<file path="src/design/png_chunk_header_parser_assert.svh">
// Assertion macros shared by the PNG chunk header parser modules.
`ifndef PNG_CHUNK_HEADER_PARSER_ASSERT_SVH
`define PNG_CHUNK_HEADER_PARSER_ASSERT_SVH

`ifndef ASSERT_OFF

// Same-cycle implication, sampled on clk, off while rst is high.
`define PCP_ASSERT_IMPL(lbl, ante, cons) \
  lbl: assert property (@(posedge clk) disable iff (rst) (ante) |-> (cons)) \
    else $error("png_cp assertion failed");

// Next-cycle implication, sampled on clk, off while rst is high.
`define PCP_ASSERT_NEXT(lbl, ante, cons) \
  lbl: assert property (@(posedge clk) disable iff (rst) (ante) |=> (cons)) \
    else $error("png_cp assertion failed");

`else

`define PCP_ASSERT_IMPL(lbl, ante, cons)
`define PCP_ASSERT_NEXT(lbl, ante, cons)

`endif

`endif

</file>
<file path="src/design/png_cp_pkg.sv">
// Types, codes and constants for the PNG chunk header parser.
`timescale 1ns / 1ps

package png_cp_pkg;

  localparam int LimitW = 25;
  localparam int OffW   = 25;

  localparam logic [LimitW-1:0] LIMIT_RESET = 25'h100_0000;

  // Parse phases
  localparam logic [2:0] PH_SIG     = 3'd0;
  localparam logic [2:0] PH_PREFIX  = 3'd1;
  localparam logic [2:0] PH_PAYLOAD = 3'd2;
  localparam logic [2:0] PH_CRC     = 3'd3;
  localparam logic [2:0] PH_DONE    = 3'd4;

  // Status codes
  localparam logic [2:0] ST_OK        = 3'd0;
  localparam logic [2:0] ST_BAD_SIG   = 3'd1;
  localparam logic [2:0] ST_OVERSIZE  = 3'd2;
  localparam logic [2:0] ST_TRUNCATED = 3'd3;
  localparam logic [2:0] ST_NO_IHDR   = 3'd4;

  localparam logic [31:0] TYPE_IHDR = 32'h4948_4452;
  localparam logic [31:0] TYPE_IEND = 32'h4945_4E44;
  localparam logic [31:0] IHDR_LEN  = 32'd13;

  // One input beat
  typedef struct packed {
    logic [7:0] data;
    logic       last;
  } beat_t;

  // One result beat
  typedef struct packed {
    logic [2:0]  status;
    logic [31:0] width;
    logic [31:0] height;
    logic [7:0]  depth;
    logic [7:0]  color;
    logic [7:0]  interlace;
    logic        terminated;
    logic [31:0] byte_total;
  } res_t;

  // PNG file signature
  function automatic logic [7:0] sig_byte(input logic [2:0] idx);
    logic [7:0] b;
    case (idx)
      3'd0:    b = 8'h89;
      3'd1:    b = 8'h50;
      3'd2:    b = 8'h4E;
      3'd3:    b = 8'h47;
      3'd4:    b = 8'h0D;
      3'd5:    b = 8'h0A;
      3'd6:    b = 8'h1A;
      3'd7:    b = 8'h0A;
      default: b = 8'h00;
    endcase
    return b;
  endfunction

endpackage

</file>
<file path="src/design/png_cp_core.sv">
// Parse state and per-byte update of the PNG chunk walker.
`timescale 1ns / 1ps
`include "png_chunk_header_parser_assert.svh"

module png_cp_core
  import png_cp_pkg::*;
(
  input  logic              clk,
  input  logic              rst,
  input  logic [LimitW-1:0] max_len,
  input  logic              take,
  input  beat_t             beat,
  output res_t              res
);

  logic [2:0]      phase, phase_next;
  logic [OffW-1:0] offset, offset_next;
  logic [31:0]     clen, clen_next;
  logic [31:0]     ctype, ctype_next;
  logic [31:0]     wid, wid_next;
  logic [31:0]     hgt, hgt_next;
  logic [7:0]      dep, dep_next;
  logic [7:0]      col, col_next;
  logic [7:0]      ilc, ilc_next;
  logic            ihdr_seen, ihdr_seen_next;
  logic            iend_seen, iend_seen_next;
  logic [2:0]      err, err_next;
  logic [31:0]     count, count_next;

  logic [OffW:0]   off_inc;
  logic            is_ihdr;
  logic [2:0]      st;
  logic            ok;

  assign off_inc = {1'b0, offset} + {{OffW{1'b0}}, 1'b1};
  assign is_ihdr = (ctype == TYPE_IHDR) && (clen == IHDR_LEN);

  always_comb begin
    phase_next     = phase;
    offset_next    = offset;
    clen_next      = clen;
    ctype_next     = ctype;
    wid_next       = wid;
    hgt_next       = hgt;
    dep_next       = dep;
    col_next       = col;
    ilc_next       = ilc;
    ihdr_seen_next = ihdr_seen;
    iend_seen_next = iend_seen;
    err_next       = err;
    count_next     = (count == 32'hFFFF_FFFF) ? count : count + 32'd1;

    case (phase)
      PH_SIG: begin
        if (beat.data != sig_byte(offset[2:0])) begin
          err_next   = ST_BAD_SIG;
          phase_next = PH_DONE;
        end else if (offset[2:0] == 3'd7) begin
          phase_next  = PH_PREFIX;
          offset_next = '0;
        end else begin
          offset_next = off_inc[OffW-1:0];
        end
      end
      PH_PREFIX: begin
        if (!offset[2]) clen_next = {clen[23:0], beat.data};
        else            ctype_next = {ctype[23:0], beat.data};
        if (offset[2:0] == 3'd7) begin
          offset_next = '0;
          if (clen_next > {7'd0, max_len}) begin
            err_next   = ST_OVERSIZE;
            phase_next = PH_DONE;
          end else if (clen_next == 32'd0) begin
            // empty payload: chunk ends with its prefix
            if (ctype_next == TYPE_IEND) begin
              iend_seen_next = 1'b1;
              phase_next     = PH_DONE;
            end else begin
              phase_next = PH_CRC;
            end
          end else begin
            phase_next = PH_PAYLOAD;
          end
        end else begin
          offset_next = off_inc[OffW-1:0];
        end
      end
      PH_PAYLOAD: begin
        if (is_ihdr) begin
          if (offset < 25'd4)        wid_next = {wid[23:0], beat.data};
          else if (offset < 25'd8)   hgt_next = {hgt[23:0], beat.data};
          else if (offset == 25'd8)  dep_next = beat.data;
          else if (offset == 25'd9)  col_next = beat.data;
          else if (offset == 25'd12) ilc_next = beat.data;
        end
        if ({6'd0, off_inc} >= clen) begin
          offset_next = '0;
          if (is_ihdr) ihdr_seen_next = 1'b1;
          if (ctype == TYPE_IEND) begin
            iend_seen_next = 1'b1;
            phase_next     = PH_DONE;
          end else begin
            phase_next = PH_CRC;
          end
        end else begin
          offset_next = off_inc[OffW-1:0];
        end
      end
      PH_CRC: begin
        if (offset[1:0] == 2'd3) begin
          offset_next = '0;
          clen_next   = '0;
          ctype_next  = '0;
          phase_next  = PH_PREFIX;
        end else begin
          offset_next = off_inc[OffW-1:0];
        end
      end
      default: begin
      end
    endcase
  end

  // Status as seen after this byte
  always_comb begin
    if (err_next != ST_OK)              st = err_next;
    else if (phase_next == PH_SIG)      st = ST_BAD_SIG;
    else if (phase_next == PH_PAYLOAD)  st = ST_TRUNCATED;
    else if (!ihdr_seen_next)           st = ST_NO_IHDR;
    else                                st = ST_OK;
  end

  assign ok = (st == ST_OK);

  always_comb begin
    res.status     = st;
    res.width      = ok ? wid_next : '0;
    res.height     = ok ? hgt_next : '0;
    res.depth      = ok ? dep_next : '0;
    res.color      = ok ? col_next : '0;
    res.interlace  = ok ? ilc_next : '0;
    res.terminated = ok && iend_seen_next;
    res.byte_total = count_next;
  end

  // Reset or a taken final byte returns everything to the start of a new file
  always_ff @(posedge clk) begin
    if (rst || (take && beat.last)) begin
      phase     <= PH_SIG;
      offset    <= '0;
      clen      <= '0;
      ctype     <= '0;
      wid       <= '0;
      hgt       <= '0;
      dep       <= '0;
      col       <= '0;
      ilc       <= '0;
      ihdr_seen <= 1'b0;
      iend_seen <= 1'b0;
      err       <= ST_OK;
      count     <= '0;
    end else if (take) begin
      phase     <= phase_next;
      offset    <= offset_next;
      clen      <= clen_next;
      ctype     <= ctype_next;
      wid       <= wid_next;
      hgt       <= hgt_next;
      dep       <= dep_next;
      col       <= col_next;
      ilc       <= ilc_next;
      ihdr_seen <= ihdr_seen_next;
      iend_seen <= iend_seen_next;
      err       <= err_next;
      count     <= count_next;
    end
  end

  `PCP_ASSERT_NEXT(a_last_clears, take && beat.last, phase == PH_SIG && count == 32'd0)
  `PCP_ASSERT_IMPL(a_payload_nonzero, phase == PH_PAYLOAD, clen != 32'd0)
  `PCP_ASSERT_IMPL(a_err_stops, err != ST_OK, phase == PH_DONE)

endmodule

</file>
<file path="src/design/png_cp_result.sv">
// Result register with valid/ready handshake.
`timescale 1ns / 1ps

module png_cp_result
  import png_cp_pkg::*;
(
  input  logic clk,
  input  logic rst,
  input  logic load,
  input  res_t res_in,
  input  logic out_ready,
  output logic out_valid,
  output logic free,
  output res_t res_q
);

  assign free = !out_valid || out_ready;

  always_ff @(posedge clk) begin
    if (rst) begin
      out_valid <= 1'b0;
    end else if (load) begin
      out_valid <= 1'b1;
    end else if (out_ready) begin
      out_valid <= 1'b0;
    end
  end

  always_ff @(posedge clk) begin
    if (load) begin
      res_q <= res_in;
    end
  end

endmodule

</file>
<file path="src/design/png_chunk_header_parser.sv">
// Top level of the PNG chunk header parser.
// A byte is registered in the input register on acceptance and parsed from there;
//   the result beat of a final byte is registered in the result register.
// Throughput: one byte per cycle; a final byte waits in the input register only while
//   the result register is full and unread.
// Reset (rst, synchronous, active high) clears parse state and valids and sets
//   the length limit (max_len) to 1<<24.
`timescale 1ns / 1ps
`include "png_chunk_header_parser_assert.svh"

module png_chunk_header_parser
  import png_cp_pkg::*;
(
  input  logic              clk,
  input  logic              rst,
  // configuration write channel
  input  logic              cfg_valid,
  output logic              cfg_ready,
  input  logic [LimitW-1:0] max_chunk_length,
  // byte input channel
  input  logic              in_valid,
  output logic              in_ready,
  input  logic [7:0]        data_byte,
  input  logic              last_byte,
  // result channel
  output logic              out_valid,
  input  logic              out_ready,
  output logic [2:0]        status,
  output logic [31:0]       image_width,
  output logic [31:0]       image_height,
  output logic [7:0]        sample_depth,
  output logic [7:0]        color_kind,
  output logic [7:0]        interlace_method,
  output logic              terminated,
  output logic [31:0]       byte_total
);

  logic [LimitW-1:0] max_len;
  logic              s1_valid;
  beat_t             s1_beat;
  logic              advance;
  logic              res_free;
  logic              res_load;
  res_t              res_c;
  res_t              res_q;

  // Length limit: taken every cycle; the user must write it only while idle, the block itself does not enforce it
  assign cfg_ready = 1'b1;

  always_ff @(posedge clk) begin
    if (rst) begin
      max_len <= LIMIT_RESET;
    end else if (cfg_valid) begin
      max_len <= max_chunk_length;
    end
  end

  // Input register. A plain byte always moves on; a final byte needs room in
  // the result register, so the input side stalls only behind an unread result.
  assign advance  = s1_valid && (!s1_beat.last || res_free);
  assign in_ready = !s1_valid || advance;
  assign res_load = advance && s1_beat.last;

  always_ff @(posedge clk) begin
    if (rst) begin
      s1_valid <= 1'b0;
    end else if (in_valid && in_ready) begin
      s1_valid <= 1'b1;
    end else if (advance) begin
      s1_valid <= 1'b0;
    end
  end

  always_ff @(posedge clk) begin
    if (in_valid && in_ready) begin
      s1_beat.data <= data_byte;
      s1_beat.last <= last_byte;
    end
  end

  // Per-byte parse: signature, length/type prefix, payload, CRC skip
  png_cp_core u_core (
    .clk     (clk),
    .rst     (rst),
    .max_len (max_len),
    .take    (advance),
    .beat    (s1_beat),
    .res     (res_c)
  );

  // Result beat held until taken
  png_cp_result u_result (
    .clk       (clk),
    .rst       (rst),
    .load      (res_load),
    .res_in    (res_c),
    .out_ready (out_ready),
    .out_valid (out_valid),
    .free      (res_free),
    .res_q     (res_q)
  );

  assign status           = res_q.status;
  assign image_width      = res_q.width;
  assign image_height     = res_q.height;
  assign sample_depth     = res_q.depth;
  assign color_kind       = res_q.color;
  assign interlace_method = res_q.interlace;
  assign terminated       = res_q.terminated;
  assign byte_total       = res_q.byte_total;

  `PCP_ASSERT_NEXT(a_load_shows, res_load, out_valid)
  `PCP_ASSERT_IMPL(a_stall_cause, !in_ready, s1_valid && s1_beat.last && out_valid)
  `PCP_ASSERT_NEXT(a_in_lands, in_valid && in_ready, s1_valid)

endmodule

</file>
<file path="config.mk">
export PLATFORM = sky130hd
export DESIGN_NAME = png_chunk_header_parser
export DESIGN_NICKNAME = d
export VERILOG_FILES = /design/src/design/png_cp_pkg.sv /design/src/design/png_cp_core.sv /design/src/design/png_cp_result.sv /design/src/design/png_chunk_header_parser.sv
export VERILOG_INCLUDE_DIRS = /design/src /design/src/design
export SDC_FILE = /design/constraint.sdc
export NUM_CORES = 1
export LEC_CHECK = 0
export ABC_AREA = 1
export ABC_CLOCK_PERIOD_IN_PS = 4700
export BUFFER_PORTS_ARGS = -buffer_cell sky130_fd_sc_hd__buf_2
export CELL_PAD_IN_SITES_DETAIL_PLACEMENT = 0
export CELL_PAD_IN_SITES_GLOBAL_PLACEMENT = 2
export CORE_AREA = 2 2 302 185
export DETAILED_ROUTE_END_ITERATION = 16
export DIE_AREA = 0 0 304 187
export PLACE_DENSITY_LB_ADDON = 0.3
export RECOVER_POWER = 25
export SETUP_SLACK_MARGIN = 0.15
export SLEW_MARGIN = 30
export SYNTH_ARGS = -nofsm -noshare
export SYNTH_HDL_FRONTEND = slang
export SYNTH_HIERARCHICAL = 1
export SYNTH_SLANG_ARGS = --single-unit
</file>
<file path="constraint.sdc">
create_clock -name clk -period 4.7 [get_ports clk]
set_input_delay 1.175 -clock clk [delete_from_list [all_inputs] [get_ports clk]]
set_output_delay 1.175 -clock clk [all_outputs]
set_load 0.02 [all_outputs]
</file>
Word level (Yosys, flattened, before mapping)
Memories as Yosys holds them, arrays and structs flattened. A register that Yosys moved wholly into a read port is not among the register bits.
Cells that the tools add are included.

word-level totals
  register bits = 377
  ROM bits = 56
  input bits = 39
  word-level logic and storage cells = 146
  memories = 1

cells by class
  add/subtract/negate cells = 2
  magnitude comparators = 4
  equal/unequal tests = 17
  multiplexer cells = 73
  reductions and logical operators = 23

memories
  memory           words  bits a word  rd ports  clocked after memory_dff  write ports  RTL line          RTL
  (no name shown)  8      7            1         1                         0            png_cp_pkg.sv:50  case (idx)

operators with widths
  kind                                                                      count
  32-bit two-way mux                                                        13
  8-bit two-way mux                                                         19
  32-bit one-hot mux with 2 select lines                                    2
  25-bit two-way mux                                                        4
  25-bit one-hot mux with 4 select lines                                    1
  32-bit by 31-bit equality test with 1-bit output (second input constant)  3
  25-bit by 4-bit equality test with 1-bit output (second input constant)   3
  3-bit two-way mux                                                         18
  32-bit by 1-bit adder with 32-bit output (second input constant)          1
  32-bit equality test (second input constant)                              1
  32-bit by 4-bit equality test with 1-bit output (second input constant)   1
  26-bit by 32-bit >= comparator with 1-bit output                          1
  32-bit by 25-bit > comparator with 1-bit output                           1
  32-bit zero test                                                          1
  25-bit by 1-bit adder with 26-bit output (second input constant)          1
  25-bit by 3-bit < comparator with 1-bit output (second input constant)    1
  25-bit by 4-bit < comparator with 1-bit output (second input constant)    1
  1-bit two-way mux                                                         13
  3-bit one-hot mux with 4 select lines                                     1
  3-bit by 2-bit equality test with 1-bit output (second input constant)    3
  3-bit zero test                                                           3
  8-bit != test                                                             1
  3-bit one-hot mux with 2 select lines                                     1
  3-bit AND reduction                                                       2
  other kinds (12)                                                          23

Logic depth before layout (Yosys ltp)
Gate-level depths: netlist of run 1.

  word-level depth = 14
  mapped depth = 31

Cells and area by module
The synthesis of run 1 kept the hierarchy.

by module, submodules not included
  module                   times used  cells an instance  area an instance (um2)  sequential area each (um2)
  png_cp_core              1           2227               14302.5                 4484.3
  png_cp_result            1           129                3766.1                  3743.6
  png_chunk_header_parser  1           129                1211.2                  790.8

Worst setup path after synthesis of run 1
OpenSTA, ideal clock, no wires.

  path kind = flip-flop to flip-flop
  from = register u_core.offset[2]
  to = register, netlist name u_result/res_q[33]
  setup time = 259 ps
  arrival time = 4060 ps
  data required time = 4441 ps
  path slack = 381 ps
  stages on the path, launching flop included = 31
  path buffers = 5
  clock period less this slack = 4319 ps
  cell sequence = dfxtp_1 > buf_4 > buf_6 > buf_2 > nand3_1 > nor2_1 > nand3_1 > nor2_1 > nand2_1 > or4_1 > nor2_1 > xor2_1 > inv_1 > ha_1 > nand2_1 > nor2_1 > nand4_1 > nor3_1 > nand3b_1 > nand3_1 > nand2_1 > nand2_1 > nand2_1 > nand2_1 > nor2_4 > nor2_1 > nor2_2 > nand3_2 > buf_6 > buf_6 > nor2_2

between the ends
  word-level cells in the longest chain between the ends = 13

RTL lines
  what                                                                                       RTL line            RTL
  start, declared                                                                            png_cp_core.sv:17   logic [OffW-1:0] offset, offset_next;
  start signal, assigned                                                                     png_cp_core.sv:164  offset <= offset_next;
  branches (longest 13 deep; another with 26-bit by 32-bit >= comparator with 1-bit output)  -

Several ways; the timed one is not identified. The select of a mux whose other input is x is not followed.
A chain may end at the register's enable or synchronous reset.

Final worst setup path of run 1
  from = register u_core.offset[2]
  to = register, netlist name u_result/res_q[81]

between the ends
  word-level cells in the longest chain between the ends = 13

RTL lines
  what
  branches (longest 13 deep; another with 26-bit by 32-bit >= comparator with 1-bit output)

Several ways; the timed one is not identified. The select of a mux whose other input is x is not followed.

==> flow_summary.toml, run 1 <==
[detailed_routing]
dr.pass1.iters = 5
vias = 17200
routed_wirelength_um = 62000
vias_per_cell = 5.08
drtAntennaViolNets = 0
first_iter_violations = 1513
wl_per_cell_um = 18.4
drc = 0

[pwr]
powerDensity_mw_per_mm2 = 351
leakage_nw = 9.02
power_mw = 7.85
ir_drop_v = 0.000230

[layout]
final_core_util_pct = 41.0
antenna_cells = 0
area_delta_synth_final_pct = 16.0
drive_above_1_share_pct = 10.5
nets = 2724
fillerInstances = 5590

[setup_path]
critPathTopFamily = "simple AND/OR/NAND/NOR gates"
max_stage_delay_ps = 440
path_class = "reg -> reg"
critPathRequiredTime_ps = 5120
critPathMaxFanout = 18
path_buf_inv = 3
cp-start-kind = "flop"
end_kind = "flop"
crit_chain = "nand3_1 > nor2_2 > nand3_2 > nor2_2 > nand2_1 > or4_4 > nor2_2 > xor2_1 > inv_1 > ha_1 > nand2_1 > nor2_2 > nand4_1 > nor3_2 > nand3b_1 > nand4_1 > nand3_1 > nand2_1 > nor2_1 > a21oi_2 > nand3_4 > buf_12 > buf_12 > nor2_1"
slowest_stage = "or4_4"
cp_common_cell = "nor2_2"
worstPathArrival_ps = 4730

[yosys]
netlist_instances = 2485
netlist_area_mm2 = 0.0193
yosysUniqueCellTypes = 49
synth.avg_cell_area_um2 = 7.76
ys_seq_area_share_pct = 46.8
yosys_warnings = 6
ys_ff_latch = 384
syn_nets = 2585

[die]
floorplan.initialDensity_pct = 35.3
pin_count = 166
die_x_um = 304
core_area_mm2 = 0.0546
die-height_um = 187
rows = 67
die_area_mm2 = 0.0568

[clock_tree]
clock_latency_ps = 590
cts_root_buffer = "clkbuf_16"
cts_made_buffers = 41
numClockSinks = 384
cts.path.max_buffers = 3
cts_max_level = 2
path_clk_slew_ps = 60
cts_tree = "built"

[timing]
relSlewSlack_pct = -41.9
rsz0062_at_grt = "true"
fin_crit_sh_pct = 91.6
finalSetupViolCount = 0
finalMaxSlewViolations = 47
max_freq_mhz = 232
fin_skew_ps = 17.4
period_minus_slack_ps = 4310
worstMarginPinSlew_ps = 2120
hold_viol_final = 0

[global_routing]
grt_use_total_pct = 21.3
grt_overflow = 0
grt_max_degree = 103
antenna_found_initial = 4
first_global_vias = 16000
grt_first_pass_wirelength_um = 95500

[status]
status = "complete, but fails checks"
violations = "capacitance limit, slew limit"

[worst_hold_path]
hold_path.class = "reg -> reg"

[placement]
io_buffers = 164
dpl.hpwl_um = 43900
finalWeightedCongestion = 0.860

[job]
maxCapViolations = 1
logic make-up after synthesis:
logic type	share of synthesized area, %
AND/OR/NAND/NOR	20.1
AO/OA/AOI/OAI	16.2
buffers and inverters	9.75
flip-flops	46.8
adder cells (fa/ha/maj)	3.96
XOR/XNOR	1.91
multiplexers	1.30
other	0.0195
routing by layer:
layer / global-route usage [%] / wire length [um] / up-vias
met2: 29.1 / 23900 / 451
met4: 3.73 / 655 / 0
li1: - / - / 8536
met5: 0 / 0 / -
met1: 34.8 / 33300 / 8156
met3: 3.39 / 4160 / 44
cell usage in the layout (no fill, tap or decap), types with 60 or more instances in the layout:
| cell type | netlist | final |
|---|---|---|
| a21oi_1 | 211 | 209 |
| buf_2 | 20 | 96 |
| clkbuf_1 | 82 | 78 |
| dfxtp_1 | 251 | 247 |
| edfxtp_1 | 133 | 133 |
| ha_1 | 61 | 60 |
| inv_1 | 347 | 346 |
| nand2_1 | 395 | 393 |
| nor2_1 | 304 | 295 |
| o21ai_0 | 224 | 226 |
final timing paths:
kind / startpoint / to / slack (ps) / depth (start not counted)
min: u_core/clen[12] / u_core/clen[12] / 460 / 2
max reg2reg: u_core/offset[2] / u_result/res_q[81] / 390 / 24
min reg2reg: u_core/clen[12] / u_core/clen[12] / 460 / 2
max: u_core/offset[2] / u_result/res_q[81] / 390 / 24
area by class of cell:
type | count | area (um2) | area share (%)
multi-input cells | 1625 | 8510 | 38.0
flip-flops and latches | 384 | 9030 | 40.4
repair buffers | 218 | 1310 | 5.83
inverters | 354 | 1340 | 5.97
well taps | 724 | 906 | 4.05
clock buffers | 53 | 1090 | 4.88
clock inverters | 22 | 203 | 0.906
cell usage after synthesis, drive strengths merged:
cell type / n / area share, %
nand2: 398 / 7.8
inv: 354 / 6.9
nor2: 319 / 6.4
o21ai: 279 / 7.2
dfxtp: 251 / 26
a21oi: 214 / 5.6
edfxtp: 133 / 21
clkbuf: 83 / 1.6
nand3: 66 / 1.8
ha: 61 / 4.0
nand4: 60 / 2.0
buf: 39 / 1.2
xor2: 38 / 1.7
nor3: 37 / 0.96
a211oi: 36 / 1.4
o22ai: 26 / 0.84
mux2i: 25 / 1.3
nor4: 21 / 0.68
or2: 7 / 0.23
o221ai: 6 / 0.27
a22oi: 4 / 0.16
o211ai: 4 / 0.16
xnor2: 4 / 0.18
o21a: 3 / 0.12
a21o: 2 / 0.078
nand3b: 2 / 0.078
nor3b: 2 / 0.078
o211a: 2 / 0.10
a21boi: 1 / 0.039
a221oi: 1 / 0.045
a31oi: 1 / 0.032
and3: 1 / 0.032
conb: 1 / 0.019
nor4b: 1 / 0.045
o21bai: 1 / 0.039
o31ai: 1 / 0.039
or4: 1 / 0.039
flip-flops by register name, summed over array words and instances, names as in the netlist, named ones only:
signal              flops
max_len                25
s1_beat                 9
s1_valid                1
u_core/clen            32
u_core/col              8
u_core/count           32
u_core/ctype           32
u_core/dep              8
u_core/err              3
u_core/hgt             32
u_core/iend_seen        1
u_core/ihdr_seen        1
u_core/ilc              8
u_core/offset          25
u_core/phase            3
u_core/wid             32
u_result/out_valid      1
u_result/res_q        124
per-stage QoR:
step	cell area (um2)	TNS (ps)	setup slack (ps)	cells	hold slack, ps
after floorplan	19300	0	381	2485	429
after global placement	20900	0	92.2	3294	451
after detailed placement	20900	-941	-45.8	3294	457
after CTS	22200	0	149	3370	467
after global routing	22400	0	79.1	3380	477
final	22400	0	394	3380	463
power breakdown:
part	leakage, nW	internal (mW)	switching [mW]	total [mW]
registers	3.23	3.58	0.0962	3.68
clock network	0.638	1.77	1.43	3.19
logic	5.15	0.324	0.655	0.979
total	9.02	5.68	2.18	7.85
worst register-to-register path, stage by stage (launching register included):
cell and delay (ps):
dfxtp_4 380, nand3_1 150, nor2_2 180, nand3_2 120, nor2_2 150, nand2_1 100, or4_4 440, nor2_2 110
xor2_1 150, inv_1 90, ha_1 290, nand2_1 80, nor2_2 140, nand4_1 150, nor3_2 230, nand3b_1 140
nand4_1 210, nand3_1 110, nand2_1 100, nor2_1 60, a21oi_2 180, nand3_4 140, buf_12 180, buf_12 150
nor2_1 120
timing repair:
action,CTS,global route
buffers inserted,0,6
endpoints found under the setup margin,92,100
pin swaps,2,11
gates resized for setup,8,30
cloned,1,4
hold buffers,0,0
Note: power is estimated with default switching activity, not from simulation.
==> run 2: changes to the inputs <==
CTS_BUF_LIST = sky130_fd_sc_hd__clkbuf_16   (was default)
==> run 2 against run 1 <==
Against the previous run: the run still ends with capacitance limit, slew limit left; sequential power hardly changed; maximum frequency is 0.35% higher; largest cell class unchanged; clock skew is 1.8 ps higher; critical endpoint unchanged; power is 0.63% lower; sequential share of layout area hardly changed; combinational power hardly changed; non-clock buffer count stayed put; sequential cell count stayed put; hold slack hardly changed; register-to-register slack better by 20 ps; final cell count stayed put.
==> flow_summary.toml, run 2 (synthesized netlist as in run 1, its figures left out) <==
[status]
status = "complete, but fails checks"
violations = "capacitance limit, slew limit"

[global_routing]
grt_use_total_pct = 21.3
grt_max_degree = 103
grt_overflow = 0
grt_first_pass_wirelength_um = 95400
first_global_vias = 16000
antenna_found_initial = 4

[job]
maxCapViolations = 1

[timing]
relSlewSlack_pct = -44.4
period_minus_slack_ps = 4290
fin_hold_ws_ps = 463
rsz0062_at_grt = "true"
worstMarginPinSlew_ps = 2150
fin_skew_ps = 19.2
fin_ws_ps = 409
finalSetupViolCount = 0
finalMaxSlewViolations = 47
hold_viol_final = 0
fin_crit_sh_pct = 91.3
max_freq_mhz = 233

[die]
floorplan.initialDensity_pct = 35.3
pin_count = 166
die_x_um = 304
die-height_um = 187
die_area_mm2 = 0.0568
core_area_mm2 = 0.0546
rows = 67

[setup_path]
end_kind = "flop"
path_buf_inv = 3
critPathRequiredTime_ps = 5130
path_class = "reg -> reg"
critPathTopFamily = "simple AND/OR/NAND/NOR gates"
critPathMaxFanout = 18
cp_common_cell = "nor2_2"
slowest_stage = "or4_4"
crit_chain = "nand3_1 > nor2_2 > nand3_2 > nor2_2 > nand2_1 > or4_4 > nor2_2 > xor2_1 > inv_1 > ha_1 > nand2_1 > nor2_2 > nand4_1 > nor3_2 > nand3b_1 > nand4_1 > nand3_1 > nand2_1 > nor2_1 > a21oi_2 > nand3_4 > buf_12 > buf_12 > nor2_1"
cp-start-kind = "flop"
worstPathArrival_ps = 4720
max_stage_delay_ps = 440

[pwr]
seqPwrFrac_pct = 47.2
powerDensity_mw_per_mm2 = 349
p_switching_mw = 2.18
leakage_nw = 9.05
ir_drop_v = 0.000232
p_int_mw = 5.62
p_clk_share_pct = 40.3
pwr-share-comb_pct = 12.6
power_mw = 7.80
swShare_pct = 28.0

[layout]
top_register = "u_result/res_q"
final_common_cell = "nand2_1"
fillerInstances = 5595
fin_area_mm2 = 0.0224
final_core_util_pct = 41.0
multi_input_area_mm2 = 0.00851
seq_area_mm2 = 0.00903
mostFrequentLayoutCells = "nand2_1 (393), inv_1 (356), nor2_1 (295)"
nets = 2724
drive_above_1_share_pct = 10.4
antenna_cells = 0
area_delta_synth_final_pct = 15.9
largest_register_ffs = 124

[clock_tree]
numClockSinks = 384
cts_tree = "built"
clock_latency_ps = 590
cts_root_buffer = "clkbuf_16"
path_clk_slew_ps = 60
cts_made_buffers = 41
cts.path.max_buffers = 3
cts_max_level = 2

[detailed_routing]
wl_per_cell_um = 18.4
drtAntennaViolNets = 0
routed_wirelength_um = 62100
vias_per_cell = 5.11
vias = 17300
first_iter_violations = 1536
drc = 0
dr.pass1.iters = 5

[worst_hold_path]
hold_path.class = "reg -> reg"

[placement]
finalWeightedCongestion = 0.860
placed_area_mm2 = 0.0209
dpl.hpwl_um = 43900
pre_cts_slack_ps = -45.8
io_buffers = 164
-- run 2: cell type report --
class	count	share of cell area [%]
clock buffers	41	4.59
clock inverters	34	1.11
inverters	354	5.97
multi-input cells	1625	38.1
flip-flops and latches	384	40.4
well taps	724	4.05
repair buffers	218	5.84
-- run 2: path summary, 6_finish.rpt --
kind | from | end | slack (ps) | cells after the start
worst max-delay path | u_core/offset[0] | u_result/res_q[81] | 410 | 24
worst min-delay path | u_core/clen[12] | u_core/clen[12] | 460 | 2
worst max register to register | u_core/offset[0] | u_result/res_q[81] | 410 | 24
worst min register to register | u_core/clen[12] | u_core/clen[12] | 460 | 2
-- run 2: metrics by stage --
step           std cells  setup TNS (ps)
2_1_floorplan       2485               0
3_3_place_gp        3294               0
3_5_place_dp        3294            -941
4_1_cts             3370               0
5_1_grt             3380               0
6_report            3380               0
-- run 2: power by group through the flow --
stage | registers (mW) | clock network (mW) | logic (mW)
after detailed placement | 3.75 | 0 | 0.895
after CTS | 3.68 | 3.24 | 0.921
after global routing | 3.70 | 3.37 | 1.09
after floorplan | 3.77 | 0 | 0.570
final | 3.68 | 3.14 | 0.979
after global placement | 3.75 | 0 | 0.886
-- run 2: repair_timing --
item,in CTS,in global routing
cloned,1,4
setup endpoints to repair,92,100
hold buffers,0,0
buffers inserted,0,6
endpoints found under the hold margin,0,0
pin swaps,2,11
gates resized for setup,8,30
-- run 2: worst register-to-register path, cell delays in order, from the launching register on --
cell      delay, ps
dfxtp_4         380
nand3_1         130
nor2_2          180
nand3_2         120
nor2_2          150
nand2_1         100
or4_4           440
nor2_2          110
xor2_1          150
inv_1            90
ha_1            290
nand2_1          80
nor2_2          140
nand4_1         150
nor3_2          230
nand3b_1        140
nand4_1         210
nand3_1         110
nand2_1         100
nor2_1           60
a21oi_2         180
nand3_4         140
buf_12          180
buf_12          150
nor2_1          120
-- run 2: layer usage --
layer | vias up | track usage, % | share of wire (%)
met5 | - | 0 | 0
met4 | 0 | 3.73 | 1.1
met3 | 44 | 3.39 | 6.9
met2 | 486 | 29.1 | 39
met1 | 8192 | 34.8 | 53
li1 | 8542 | - | -
